## src/sv/i2c_master_byte_write_unit_assert.svh

```systemverilog
// Assertion macros for the top-level file of this block.
`ifndef I2C_MASTER_BYTE_WRITE_UNIT_ASSERT_SVH
`define I2C_MASTER_BYTE_WRITE_UNIT_ASSERT_SVH

// Same-cycle implication, checked out of reset.
`define I2CBW_ASSERT_NOW(label, clk, rst_n, ante, cons) \
    label: assert property (@(posedge clk) disable iff (!rst_n) (ante) |-> (cons)) \
        else $error("i2cbw same-cycle check failed");

// Next-cycle implication, checked out of reset.
`define I2CBW_ASSERT_NEXT(label, clk, rst_n, ante, cons) \
    label: assert property (@(posedge clk) disable iff (!rst_n) (ante) |=> (cons)) \
        else $error("i2cbw next-cycle check failed");

`endif

```

## src/sv/i2cbw_pkg.sv

```systemverilog
package i2cbw_pkg;

    localparam int unsigned CFG_IDX_W = 2;
    localparam logic [CFG_IDX_W-1:0] CFG_DEV_ADDR = 2'd0;
    localparam logic [CFG_IDX_W-1:0] CFG_PHASE    = 2'd1;

    localparam logic [7:0] DEV_ADDR_RESET = 8'd120;
    localparam logic [7:0] PHASE_RESET    = 8'd10;

    localparam logic [4:0] START_LAST  = 5'd2;
    localparam logic [4:0] BIT_PHASES  = 5'd24;
    localparam logic [4:0] ACK_HIGH    = 5'd26;
    localparam logic [4:0] BYTE_LAST   = 5'd27;
    localparam logic [4:0] STOP_LAST   = 5'd2;
    localparam logic [1:0] SUB_HIGH    = 2'd2;
    localparam logic [1:0] BYTE_ADDR   = 2'd0;
    localparam logic [1:0] BYTE_CTRL   = 2'd1;
    localparam logic [1:0] BYTE_DATA   = 2'd2;

    typedef enum logic {
        KIND_TICK = 1'b0,
        KIND_REQ  = 1'b1
    } t_kind;

    typedef struct packed {
        t_kind      kind;
        logic [7:0] ctrl_byte;
        logic [7:0] data_byte;
        logic       sda_in;
    } t_item;

    typedef struct packed {
        logic  valid;
        t_item item;
    } t_q2b;

    typedef struct packed {
        logic [7:0] dev_addr;
        logic [7:0] phase_ticks;
    } t_cfg;

    typedef struct packed {
        logic       scl_level;
        logic       sda_level;
        logic       sda_released;
        logic       busy_res;
        logic       accepted;
        logic       done_res;
        logic [2:0] ack_status;
    } t_res;

endpackage

```

## src/sv/i2c_master_byte_write_unit.sv

```systemverilog
// A tick beat is stored in the tick queue, then its result beat is registered by the sequencer.
// Throughput: one tick beat per cycle unless stalled; the bus state advances once per beat.
// A transfer spans 90 bus phases of max(phase_ticks, 1) tick beats each.
// Reset clears the tick queue, the sequencer and the status, and loads the address
// and phase length registers with 120 and 10.
`include "i2c_master_byte_write_unit_assert.svh"

module i2c_master_byte_write_unit #(
    parameter int unsigned QUEUE_DEPTH = 2
) (
    input  logic                            i_clk,
    input  logic                            i_rst_n,
    input  logic                            i_in_valid,
    output logic                            o_in_stall,
    input  logic                            i_req_type,
    input  logic [7:0]                      i_ctrl_byte,
    input  logic [7:0]                      i_data_byte,
    input  logic                            i_sda_in,
    output logic                            o_out_valid,
    input  logic                            i_out_stall,
    output logic                            o_scl_level,
    output logic                            o_sda_level,
    output logic                            o_sda_released,
    output logic                            o_busy_res,
    output logic                            o_accepted,
    output logic                            o_done_res,
    output logic [2:0]                      o_ack_status,
    input  logic                            i_cfg_valid,
    output logic                            o_cfg_ready,
    input  logic [i2cbw_pkg::CFG_IDX_W-1:0] i_cfg_index,
    input  logic [7:0]                      i_cfg_data
);

    i2cbw_pkg::t_cfg r_cfg;
    i2cbw_pkg::t_q2b w_head;
    i2cbw_pkg::t_res w_res;
    logic            w_pop;

    assign o_cfg_ready = 1'b1;

    always_ff @(posedge i_clk) begin
        if (!i_rst_n) begin
            r_cfg.dev_addr    <= i2cbw_pkg::DEV_ADDR_RESET;
            r_cfg.phase_ticks <= i2cbw_pkg::PHASE_RESET;
        end else if (i_cfg_valid && o_cfg_ready) begin
            if (i_cfg_index == i2cbw_pkg::CFG_DEV_ADDR) begin
                r_cfg.dev_addr <= i_cfg_data;
            end else if (i_cfg_index == i2cbw_pkg::CFG_PHASE) begin
                r_cfg.phase_ticks <= i_cfg_data;
            end
        end
    end

    i2cbw_front #(
        .DEPTH(QUEUE_DEPTH)
    ) u_front (
        .i_clk      (i_clk),
        .i_rst_n    (i_rst_n),
        .i_valid    (i_in_valid),
        .o_stall    (o_in_stall),
        .i_req_type (i_req_type),
        .i_ctrl_byte(i_ctrl_byte),
        .i_data_byte(i_data_byte),
        .i_sda_in   (i_sda_in),
        .o_head     (w_head),
        .i_pop      (w_pop)
    );

    i2cbw_back u_back (
        .i_clk  (i_clk),
        .i_rst_n(i_rst_n),
        .i_head (w_head),
        .o_pop  (w_pop),
        .i_cfg  (r_cfg),
        .o_valid(o_out_valid),
        .i_stall(i_out_stall),
        .o_res  (w_res)
    );

    assign o_scl_level    = w_res.scl_level;
    assign o_sda_level    = w_res.sda_level;
    assign o_sda_released = w_res.sda_released;
    assign o_busy_res     = w_res.busy_res;
    assign o_accepted     = w_res.accepted;
    assign o_done_res     = w_res.done_res;
    assign o_ack_status   = w_res.ack_status;

    `I2CBW_ASSERT_NOW(a_accept_clears_ack, i_clk, i_rst_n, o_out_valid && o_accepted, o_busy_res && (o_ack_status == 3'd0) && !o_done_res)
    `I2CBW_ASSERT_NOW(a_release_high, i_clk, i_rst_n, o_out_valid && o_sda_released, o_sda_level && o_busy_res && !o_done_res)
    `I2CBW_ASSERT_NOW(a_done_in_stop, i_clk, i_rst_n, o_out_valid && o_done_res, o_busy_res && o_scl_level && o_sda_level)
    `I2CBW_ASSERT_NEXT(a_stall_holds_result, i_clk, i_rst_n, o_out_valid && i_out_stall, o_out_valid && $stable(w_res))

endmodule

```

## src/sv/i2cbw_front.sv

```systemverilog
module i2cbw_front #(
    parameter int unsigned DEPTH = 2
) (
    input  logic            i_clk,
    input  logic            i_rst_n,
    input  logic            i_valid,
    output logic            o_stall,
    input  logic            i_req_type,
    input  logic [7:0]      i_ctrl_byte,
    input  logic [7:0]      i_data_byte,
    input  logic            i_sda_in,
    output i2cbw_pkg::t_q2b o_head,
    input  logic            i_pop
);

    localparam int unsigned PW = (DEPTH > 1) ? $clog2(DEPTH) : 1;
    localparam int unsigned CW = $clog2(DEPTH + 1);

    i2cbw_pkg::t_item r_buf [DEPTH];
    logic [PW-1:0]    r_wp;
    logic [PW-1:0]    r_rp;
    logic [CW-1:0]    r_cnt;
    logic [PW-1:0]    n_wp;
    logic [PW-1:0]    n_rp;
    logic [CW-1:0]    n_cnt;
    i2cbw_pkg::t_item w_item;
    logic             w_push;
    logic             w_pop;

    assign o_stall = (r_cnt == CW'(DEPTH));
    assign w_push  = i_valid && !o_stall;
    assign w_pop   = i_pop && (r_cnt != '0);

    always_comb begin
        w_item.kind      = i_req_type ? i2cbw_pkg::KIND_REQ : i2cbw_pkg::KIND_TICK;
        w_item.ctrl_byte = i_ctrl_byte;
        w_item.data_byte = i_data_byte;
        w_item.sda_in    = i_sda_in;
    end

    assign o_head.valid = (r_cnt != '0);
    assign o_head.item  = r_buf[r_rp];

    always_comb begin
        n_wp  = r_wp;
        n_rp  = r_rp;
        n_cnt = r_cnt;
        if (w_push) begin
            n_wp = (r_wp == PW'(DEPTH - 1)) ? '0 : r_wp + 1'b1;
        end
        if (w_pop) begin
            n_rp = (r_rp == PW'(DEPTH - 1)) ? '0 : r_rp + 1'b1;
        end
        unique case ({w_push, w_pop})
            2'b10:   n_cnt = r_cnt + 1'b1;
            2'b01:   n_cnt = r_cnt - 1'b1;
            default: n_cnt = r_cnt;
        endcase
    end

    always_ff @(posedge i_clk) begin
        if (!i_rst_n) begin
            r_wp  <= '0;
            r_rp  <= '0;
            r_cnt <= '0;
        end else begin
            r_wp  <= n_wp;
            r_rp  <= n_rp;
            r_cnt <= n_cnt;
        end
        if (w_push) begin
            r_buf[r_wp] <= w_item;
        end
    end

endmodule

```

## src/sv/i2cbw_back.sv

```systemverilog
module i2cbw_back (
    input  logic            i_clk,
    input  logic            i_rst_n,
    input  i2cbw_pkg::t_q2b i_head,
    output logic            o_pop,
    input  i2cbw_pkg::t_cfg i_cfg,
    output logic            o_valid,
    input  logic            i_stall,
    output i2cbw_pkg::t_res o_res
);

    typedef enum logic [1:0] {
        RG_START,
        RG_BYTE,
        RG_STOP
    } t_region;

    logic            r_active;
    t_region         r_region;
    logic [4:0]      r_pos;
    logic [1:0]      r_sub;
    logic [1:0]      r_byte;
    logic [7:0]      r_tick;
    logic [7:0]      r_shift;
    logic [7:0]      r_lctrl;
    logic [7:0]      r_ldata;
    logic [2:0]      r_ack;
    logic            r_sda_prev;
    logic            r_valid;
    i2cbw_pkg::t_res r_res;

    logic            n_active;
    t_region         n_region;
    logic [4:0]      n_pos;
    logic [1:0]      n_sub;
    logic [1:0]      n_byte;
    logic [7:0]      n_tick;
    logic [7:0]      n_shift;
    logic [2:0]      n_ack;
    logic            n_sda_prev;
    i2cbw_pkg::t_res n_res;

    logic            w_take;
    logic            w_acc;
    logic            c_active;
    t_region         c_region;
    logic [4:0]      c_pos;
    logic [1:0]      c_sub;
    logic [1:0]      c_byte;
    logic [7:0]      c_tick;
    logic [7:0]      c_shift;
    logic [2:0]      c_ack;
    logic [8:0]      w_span;
    logic            w_last;
    logic            w_scl;
    logic            w_sda;
    logic            w_rel;
    logic            w_done;

    assign w_take = i_head.valid && (!r_valid || !i_stall);
    assign o_pop  = w_take;
    assign w_acc  = !r_active && (i_head.item.kind == i2cbw_pkg::KIND_REQ);

    always_comb begin
        c_active = r_active || w_acc;
        c_region = w_acc ? RG_START : r_region;
        c_pos    = w_acc ? '0 : r_pos;
        c_sub    = w_acc ? '0 : r_sub;
        c_byte   = w_acc ? '0 : r_byte;
        c_tick   = w_acc ? '0 : r_tick;
        c_shift  = w_acc ? i_cfg.dev_addr : r_shift;
        c_ack    = w_acc ? '0 : r_ack;
        w_span   = (i_cfg.phase_ticks == '0) ? 9'd1 : {1'b0, i_cfg.phase_ticks};
        w_last   = (({1'b0, c_tick} + 9'd1) >= w_span);
    end

    always_comb begin
        n_active   = c_active;
        n_region   = c_region;
        n_pos      = c_pos;
        n_sub      = c_sub;
        n_byte     = c_byte;
        n_tick     = c_tick;
        n_shift    = c_shift;
        n_ack      = c_ack;
        w_scl      = 1'b1;
        w_sda      = 1'b1;
        w_rel      = 1'b0;
        w_done     = 1'b0;
        if (c_active) begin
            n_tick = w_last ? '0 : c_tick + 1'b1;
            unique case (c_region)
                RG_START: begin
                    w_scl = (c_pos < i2cbw_pkg::START_LAST);
                    w_sda = (c_pos == '0);
                    if (w_last) begin
                        if (c_pos == i2cbw_pkg::START_LAST) begin
                            n_region = RG_BYTE;
                            n_pos    = '0;
                            n_sub    = '0;
                            n_byte   = i2cbw_pkg::BYTE_ADDR;
                        end else begin
                            n_pos = c_pos + 1'b1;
                        end
                    end
                end
                RG_BYTE: begin
                    if (c_pos < i2cbw_pkg::BIT_PHASES) begin
                        w_scl = (c_sub == i2cbw_pkg::SUB_HIGH);
                        w_sda = (c_sub == '0) ? r_sda_prev : c_shift[7];
                        if (w_last) begin
                            if (c_sub == i2cbw_pkg::SUB_HIGH) begin
                                n_shift = {c_shift[6:0], 1'b0};
                                n_sub   = '0;
                            end else begin
                                n_sub = c_sub + 1'b1;
                            end
                        end
                    end else if (c_pos == i2cbw_pkg::BIT_PHASES) begin
                        w_scl = 1'b0;
                        w_sda = r_sda_prev;
                    end else begin
                        w_rel = 1'b1;
                        w_sda = 1'b1;
                        w_scl = (c_pos == i2cbw_pkg::ACK_HIGH);
                        if ((c_pos == i2cbw_pkg::ACK_HIGH) && w_last) begin
                            unique case (c_byte)
                                i2cbw_pkg::BYTE_ADDR: n_ack[0] = c_ack[0] | i_head.item.sda_in;
                                i2cbw_pkg::BYTE_CTRL: n_ack[1] = c_ack[1] | i_head.item.sda_in;
                                i2cbw_pkg::BYTE_DATA: n_ack[2] = c_ack[2] | i_head.item.sda_in;
                                default:              n_ack    = c_ack;
                            endcase
                        end
                        if ((c_pos == i2cbw_pkg::BYTE_LAST) && w_last) begin
                            if (c_byte == i2cbw_pkg::BYTE_ADDR) begin
                                n_shift = r_lctrl;
                            end else if (c_byte == i2cbw_pkg::BYTE_CTRL) begin
                                n_shift = r_ldata;
                            end
                        end
                    end
                    if (w_last) begin
                        if (c_pos == i2cbw_pkg::BYTE_LAST) begin
                            n_pos = '0;
                            n_sub = '0;
                            if (c_byte == i2cbw_pkg::BYTE_DATA) begin
                                n_region = RG_STOP;
                            end else begin
                                n_byte = c_byte + 1'b1;
                            end
                        end else begin
                            n_pos = c_pos + 1'b1;
                        end
                    end
                end
                RG_STOP: begin
                    w_scl  = (c_pos != '0);
                    w_sda  = (c_pos >= i2cbw_pkg::STOP_LAST);
                    w_done = (c_pos == i2cbw_pkg::STOP_LAST) && w_last;
                    if (w_last) begin
                        if (c_pos == i2cbw_pkg::STOP_LAST) begin
                            n_active = 1'b0;
                            n_region = RG_START;
                            n_pos    = '0;
                        end else begin
                            n_pos = c_pos + 1'b1;
                        end
                    end
                end
                default: begin
                    n_region = RG_START;
                end
            endcase
        end
        n_sda_prev         = c_active ? w_sda : 1'b1;
        n_res.scl_level    = w_scl;
        n_res.sda_level    = w_sda;
        n_res.sda_released = w_rel;
        n_res.busy_res     = c_active;
        n_res.accepted     = w_acc;
        n_res.done_res     = w_done;
        n_res.ack_status   = n_ack;
    end

    always_ff @(posedge i_clk) begin
        if (!i_rst_n) begin
            r_active   <= 1'b0;
            r_region   <= RG_START;
            r_pos      <= '0;
            r_sub      <= '0;
            r_byte     <= '0;
            r_tick     <= '0;
            r_ack      <= '0;
            r_sda_prev <= 1'b1;
            r_valid    <= 1'b0;
        end else begin
            if (w_take) begin
                r_active   <= n_active;
                r_region   <= n_region;
                r_pos      <= n_pos;
                r_sub      <= n_sub;
                r_byte     <= n_byte;
                r_tick     <= n_tick;
                r_ack      <= n_ack;
                r_sda_prev <= n_sda_prev;
                r_valid    <= 1'b1;
            end else if (!i_stall) begin
                r_valid <= 1'b0;
            end
        end
        if (w_take) begin
            r_shift <= n_shift;
            r_res   <= n_res;
            if (w_acc) begin
                r_lctrl <= i_head.item.ctrl_byte;
                r_ldata <= i_head.item.data_byte;
            end
        end
    end

    assign o_valid = r_valid;
    assign o_res   = r_res;

endmodule

```

## config.mk

```make
export PLATFORM = sky130hd
export DESIGN_NAME = i2c_master_byte_write_unit
export DESIGN_NICKNAME = d
export VERILOG_FILES = /design/src/sv/i2cbw_pkg.sv /design/src/sv/i2c_master_byte_write_unit.sv /design/src/sv/i2cbw_front.sv /design/src/sv/i2cbw_back.sv
export VERILOG_INCLUDE_DIRS = /design/src /design/src/sv
export SDC_FILE = /design/constraint.sdc
export NUM_CORES = 1
export LEC_CHECK = 0
export ABC_AREA = 0
export BUFFER_PORTS_ARGS = -buffer_cell sky130_fd_sc_hd__buf_2
export CORE_ASPECT_RATIO = 0.75
export CORE_MARGIN = 1.5
export CORE_UTILIZATION = 55
export CTS_CLUSTER_SIZE = 16
export DETAILED_ROUTE_END_ITERATION = 7
export PLACE_DENSITY = 0.71
export REMOVE_ABC_BUFFERS = 1
export SLEW_MARGIN = 15
export SYNTH_ARGS = -nofsm -noshare
export SYNTH_HDL_FRONTEND = slang
export SYNTH_SLANG_ARGS = --single-unit
```

## constraint.sdc

```tcl
create_clock -name i_clk -period 9.93 [get_ports i_clk]
set_clock_uncertainty 0.1 [all_clocks]
set_input_delay 0.993 -clock i_clk [delete_from_list [all_inputs] [get_ports i_clk]]
set_output_delay 0.993 -clock i_clk [all_outputs]
set_load 0.03 [all_outputs]
```

**Word level (Yosys, flattened, before mapping)**

Memories as Yosys holds them, arrays and structs flattened. A register that Yosys moved wholly into a read port is not among the register bits.
Index checks and enable logic that the tools add are counted.

- Register bits: 78
- RAM bits: 36
- Bits of input ports: 33
- Logic and storage cells: 168
- Memories kept: 1

Memory list:

| name | words | width | rd ports | clocked after Yosys merged registers in | write ports | line | text |
|---|---|---|---|---|---|---|---|
| u_front.r_buf | 2 | 18 | 1 | 1 | 1 | i2cbw_front.sv:19 | `i2cbw_pkg::t_item r_buf [DEPTH];` |

- $add $sub $neg: 9
- Magnitude comparators: 4
- Eq/ne operators: 14
- Mux-type cells: 82
- Bitwise logic cells: 6
- Reductions and logical operators: 28

Operator list:

| kind | count |
|---|---|
| $mux 8 | 14 |
| $mux 2 | 25 |
| $mux 5 | 6 |
| $mux 1 | 24 |
| $mux 3 | 6 |
| $eq 5x5->1 const B | 3 |
| $pmux 2 s2 | 3 |
| $eq 2x2->1 const B | 5 |
| $pmux 5 s2 | 1 |
| $add 8x1->9 const B | 1 |
| $ge 9x9->1 | 1 |
| $add 8x1->8 const B | 1 |
| $eq 2x1->1 const B | 4 |
| $logic_not 2->1 | 4 |
| $logic_not 8->1 | 1 |
| $logic_and 1x1->1 | 7 |
| $add 2x1->2 const B | 3 |
| $pmux 1 s3 | 2 |
| $pmux 2 s3 | 1 |
| $reduce_and 2->1 | 3 |
| $add 5x1->5 const B | 1 |
| $eq 5x2->1 const B | 1 |
| $ge 5x2->1 const B | 1 |
| $logic_not 5->1 | 1 |
| 14 further kinds | 24 |

**Longest topological paths before layout**

- Depth after elaboration: 11
- Depth in mapped cells: 16

**By module**

A second synthesis with hierarchy kept.

- Cell total of the unflattened synthesis: 528
- Area, all modules: 5708.0 um^2

By module, submodules not included:

| module | instances | cells each | area each (um^2) | sequential area each (um^2) |
|---|---|---|---|---|
| i2cbw_back | 1 | 378 | 3493.4 | 1491.4 |
| i2cbw_front | 1 | 82 | 1532.7 | 1181.1 |
| i2c_master_byte_write_unit | 1 | 68 | 681.9 | 320.3 |

**Worst setup path after synthesis**

No wires, ideal clock.

- Path type: register to register
- Start point: register (tool-made name)
- End point: register u_back.r_shift[6] (data pin)
- Arrival: 3.417 ns
- Slack: 6.152 ns
- Stages on the path, launching flop included: 16
- Buffers on the path: 4
- Period minus slack after synthesis: 3.778 ns
- Cells stage by stage: dfxtp_1 buf_2 mux2_4 nand2_2 inv_1 clkbuf_1 buf_1 nor2_1 ha_1 a211oi_1 o211ai_1 a211o_1 clkbuf_1 o21ai_1 nor3_1 a311o_1

RTL lines:

| element | line | text |
|---|---|---|
| end signal: assignment | i2cbw_back.sv:212 | `r_shift <= n_shift;` |
| end: declaration | i2cbw_back.sv:24 | `logic [7:0] r_shift;` |

==> results.cfg <==
[cells_and_area]
final_common_cell = edfxtp_1
area_growth_syn_to_layout_pct = 16.6
final_cell_mix = 69 x edfxtp_1, 58 x nor2_1, 52 x nand2_1, 46 x dfxtp_1, 43 x buf_2
final_core_util = 0.669
final_nets = 618
diodes = 0
drive_gt1_frac = 0.177
nFillCells = 773

[clock_tree]
clkLatencyLatePin_ps = 410
cts_hold_buf = 0
numClockSinks = 115
clk_pin_slew_ps = 60
cts_setup_buffers = 0
clockBufferDepth = 2
h-tree-depth = 4
cts_root_buffer = clkbuf_16
post_cts_resized = 0
tritoncts = yes
numCtsBuffers = 17

[synth]
synthFlopType = edfxtp_1
async_reset_ff_frac = 0
ys_seq_area_frac = 0.531
synth_edf_count = 69
yosys_warnings = 0
yosysUniqueCellTypes = 69
netlist_area_um2 = 5630
synthCells = 527
avgSynthCellArea_um2 = 10.7
ys_ff_latch = 115

[power]
swShare = 0.311
powerDensity_nw_per_um2 = 260
power.leakage_nw = 2.51
power_frac_clock = 0.377
intPower_mw = 1.18
p_comb_frac = 0.235
vdd_drop_max_mv = 0.180
seqPwrFrac = 0.388
p_sw_mw = 0.532

[place]
gp_congestion = 0.973
dpl.hpwl_um = 9080
numPortBuffers = 43
place_ws_ps = 5280

[sta]
tightest_slew_ps = 1100
rsz0062_at_grt = false
min_period_over_period = 0.481
finalHoldViolCount = 0
setup_violations = 0
timing.slew.headroom = 0.261
setup_tns_ps = 0
drv_slew = 0
fin_crit_ps = 4770
max_freq_ghz = 0.210
setup_ws_ps = 5160

[critical_path]
setup.worst_path.class = reg -> reg
worstPathRequired_ps = 10180
crit_slowest_cell = a211oi_2
reg2reg_slack_ps = 5160
end_kind = flop
critPathMaxStageDelay_ps = 890
start_kind = flop
path_max_fanout = 28
cp.arrival_ps = 5030
crit_chain = buf_4, mux2_4, nand2_2, inv_1, nor2_1, ha_1, a211oi_1, o211ai_1, a211oi_2, nand2_1, a21oi_1, a32o_1

[drt]
vias = 4374
drtPass1Iterations = 5
antenna_left = 0
drc_errors = 0
avgViaCountPerCell = 6.13
wl_per_cell_um = 18.1
finalWirelength_um = 12900
drt_iter0_markers = 498

[floorplanning]
boundaryPins = 45
die_height_um = 90.6
initial_core_util = 0.574
num_rows = 31
dieWidth_um = 120
core-area_um2 = 9810
fp.dieArea_um2 = 10900

[hold_path]
hold_class = reg -> reg

[grt]
overflow = 0
antenna_found_initial = 0
grt_max_degree = 29
grt_pass1_vias = 4222
grt.total_usage = 0.247
grt_pass1_wl_um = 20800

[run_status]
status = completed

[flow_run]
cap_violations = 0
[worst max-delay path: cells and delay by family, from the launching register on]
family          cells  cell delay, ps
compound gates      5            1830
fa+ha+maj           1             280
buf+inv             2             740
flops               1             300
mux                 1             360
simple gates        3            1080
[layer usage]
layer / up-vias / share of wire / global-route usage / wire length (µm)
li1: 2049 / - / - / -
met1: 2094 / 0.46 / 0.345 / 5870
met2: 209 / 0.45 / 0.376 / 5740
met3: 22 / 0.084 / 0.0694 / 1090
met4: 0 / 0.015 / 0.0764 / 189
met5: - / 0 / 0 / 0
[synthesized netlist by cell type, types with 4 or more instances]
library cell  instances  area [µm²]
a21oi_1              24         120
o22ai_1               8        50.1
and3_1                5        31.3
mux2_2               16         180
ha_1                 16         200
nand2b_1              4        25.0
inv_1                23        86.3
nand4_1               6        37.5
a32oi_1               4        35.0
clkbuf_1             16        60.1
o211ai_1              6        45.0
nand3_1              14        70.1
dfxtp_1              46         921
xor2_1                7        61.3
nand2_1              52         195
o21ai_0              18        90.1
nor2_1               58         218
a221oi_1              6        52.6
mux2i_1              25         250
o21ai_1               5        25.0
nor3_1               13        65.1
xnor2_1               4        35.0
edfxtp_1             69        2070
[cells by family (layout without fill, tap and decap cells)]
family | after synthesis | after routing | share of synthesized area
AOI/OAI and AO/OA | 118 | 118 | 0.156
xor gates and xnor gates | 11 | 11 | 0.0171
adders and majority gates | 16 | 16 | 0.0355
buffers and inverters | 50 | 105 | 0.0367
DFF | 115 | 115 | 0.531
muxes | 42 | 42 | 0.0791
other | 1 | 1 | 0.000666
and+or+nand+nor | 174 | 174 | 0.144
[area by class of cell]
cell class                 count  area (µm²)  share of cell area
clock buffer                  18         429              0.0653
clock inverter                14         203              0.0309
inverter                      25        93.8              0.0143
multi-input combinational    362        2430               0.370
sequential                   115        2990               0.456
tap                          132         165              0.0251
timing repair buffer          48         253              0.0385
[final timing paths]
check	cells after the start	from	end
min	1	u_back.r_byte[1]	u_back.r_byte[1]
max reg2reg	12	flop	u_back.r_byte[1]
min reg2reg	1	u_back.r_byte[1]	u_back.r_byte[1]
max	12	flop	u_back.r_byte[1]
[sequential cells by signal (all words and copies together), names as in the netlist, 2 cells and up, named ones only]
signal and count:
u_back.r_shift 8, r_cfg 16, u_back.r_region 2, u_back.r_pos 5, u_back.r_tick 8, u_back.r_sub 2, u_front.r_cnt 2, u_front.r_buf 36
u_back.r_byte 2, u_back.r_lctrl 8, u_back.r_ack 3, u_back.r_ldata 8, u_back.o_res 9
[power by group through the flow]
| stage | Sequential (mW) | Combinational [mW] | Clock (mW) |
|---|---|---|---|
| 2_1_floorplan | 0.697 | 0.249 | 0 |
| 3_3_place_gp | 0.670 | 0.391 | 0 |
| 3_5_place_dp | 0.672 | 0.399 | 0 |
| 4_1_cts | 0.663 | 0.400 | 0.651 |
| 5_1_grt | 0.670 | 0.439 | 0.674 |
| 6_report | 0.664 | 0.401 | 0.644 |
[through the flow]
stage / power (mW) / cell area [µm²] / cells / hold WS [ps]
3_5_place_dp: 1.07 / 5940 / 682 / 353
5_1_grt: 1.78 / 6570 / 714 / 379
4_1_cts: 1.71 / 6570 / 714 / 367
3_3_place_gp: 1.06 / 5940 / 682 / 351
6_report: 1.71 / 6570 / 714 / 371
2_1_floorplan: 0.946 / 5520 / 502 / 339
No activity file was read; power rests on OpenSTA's default activity.
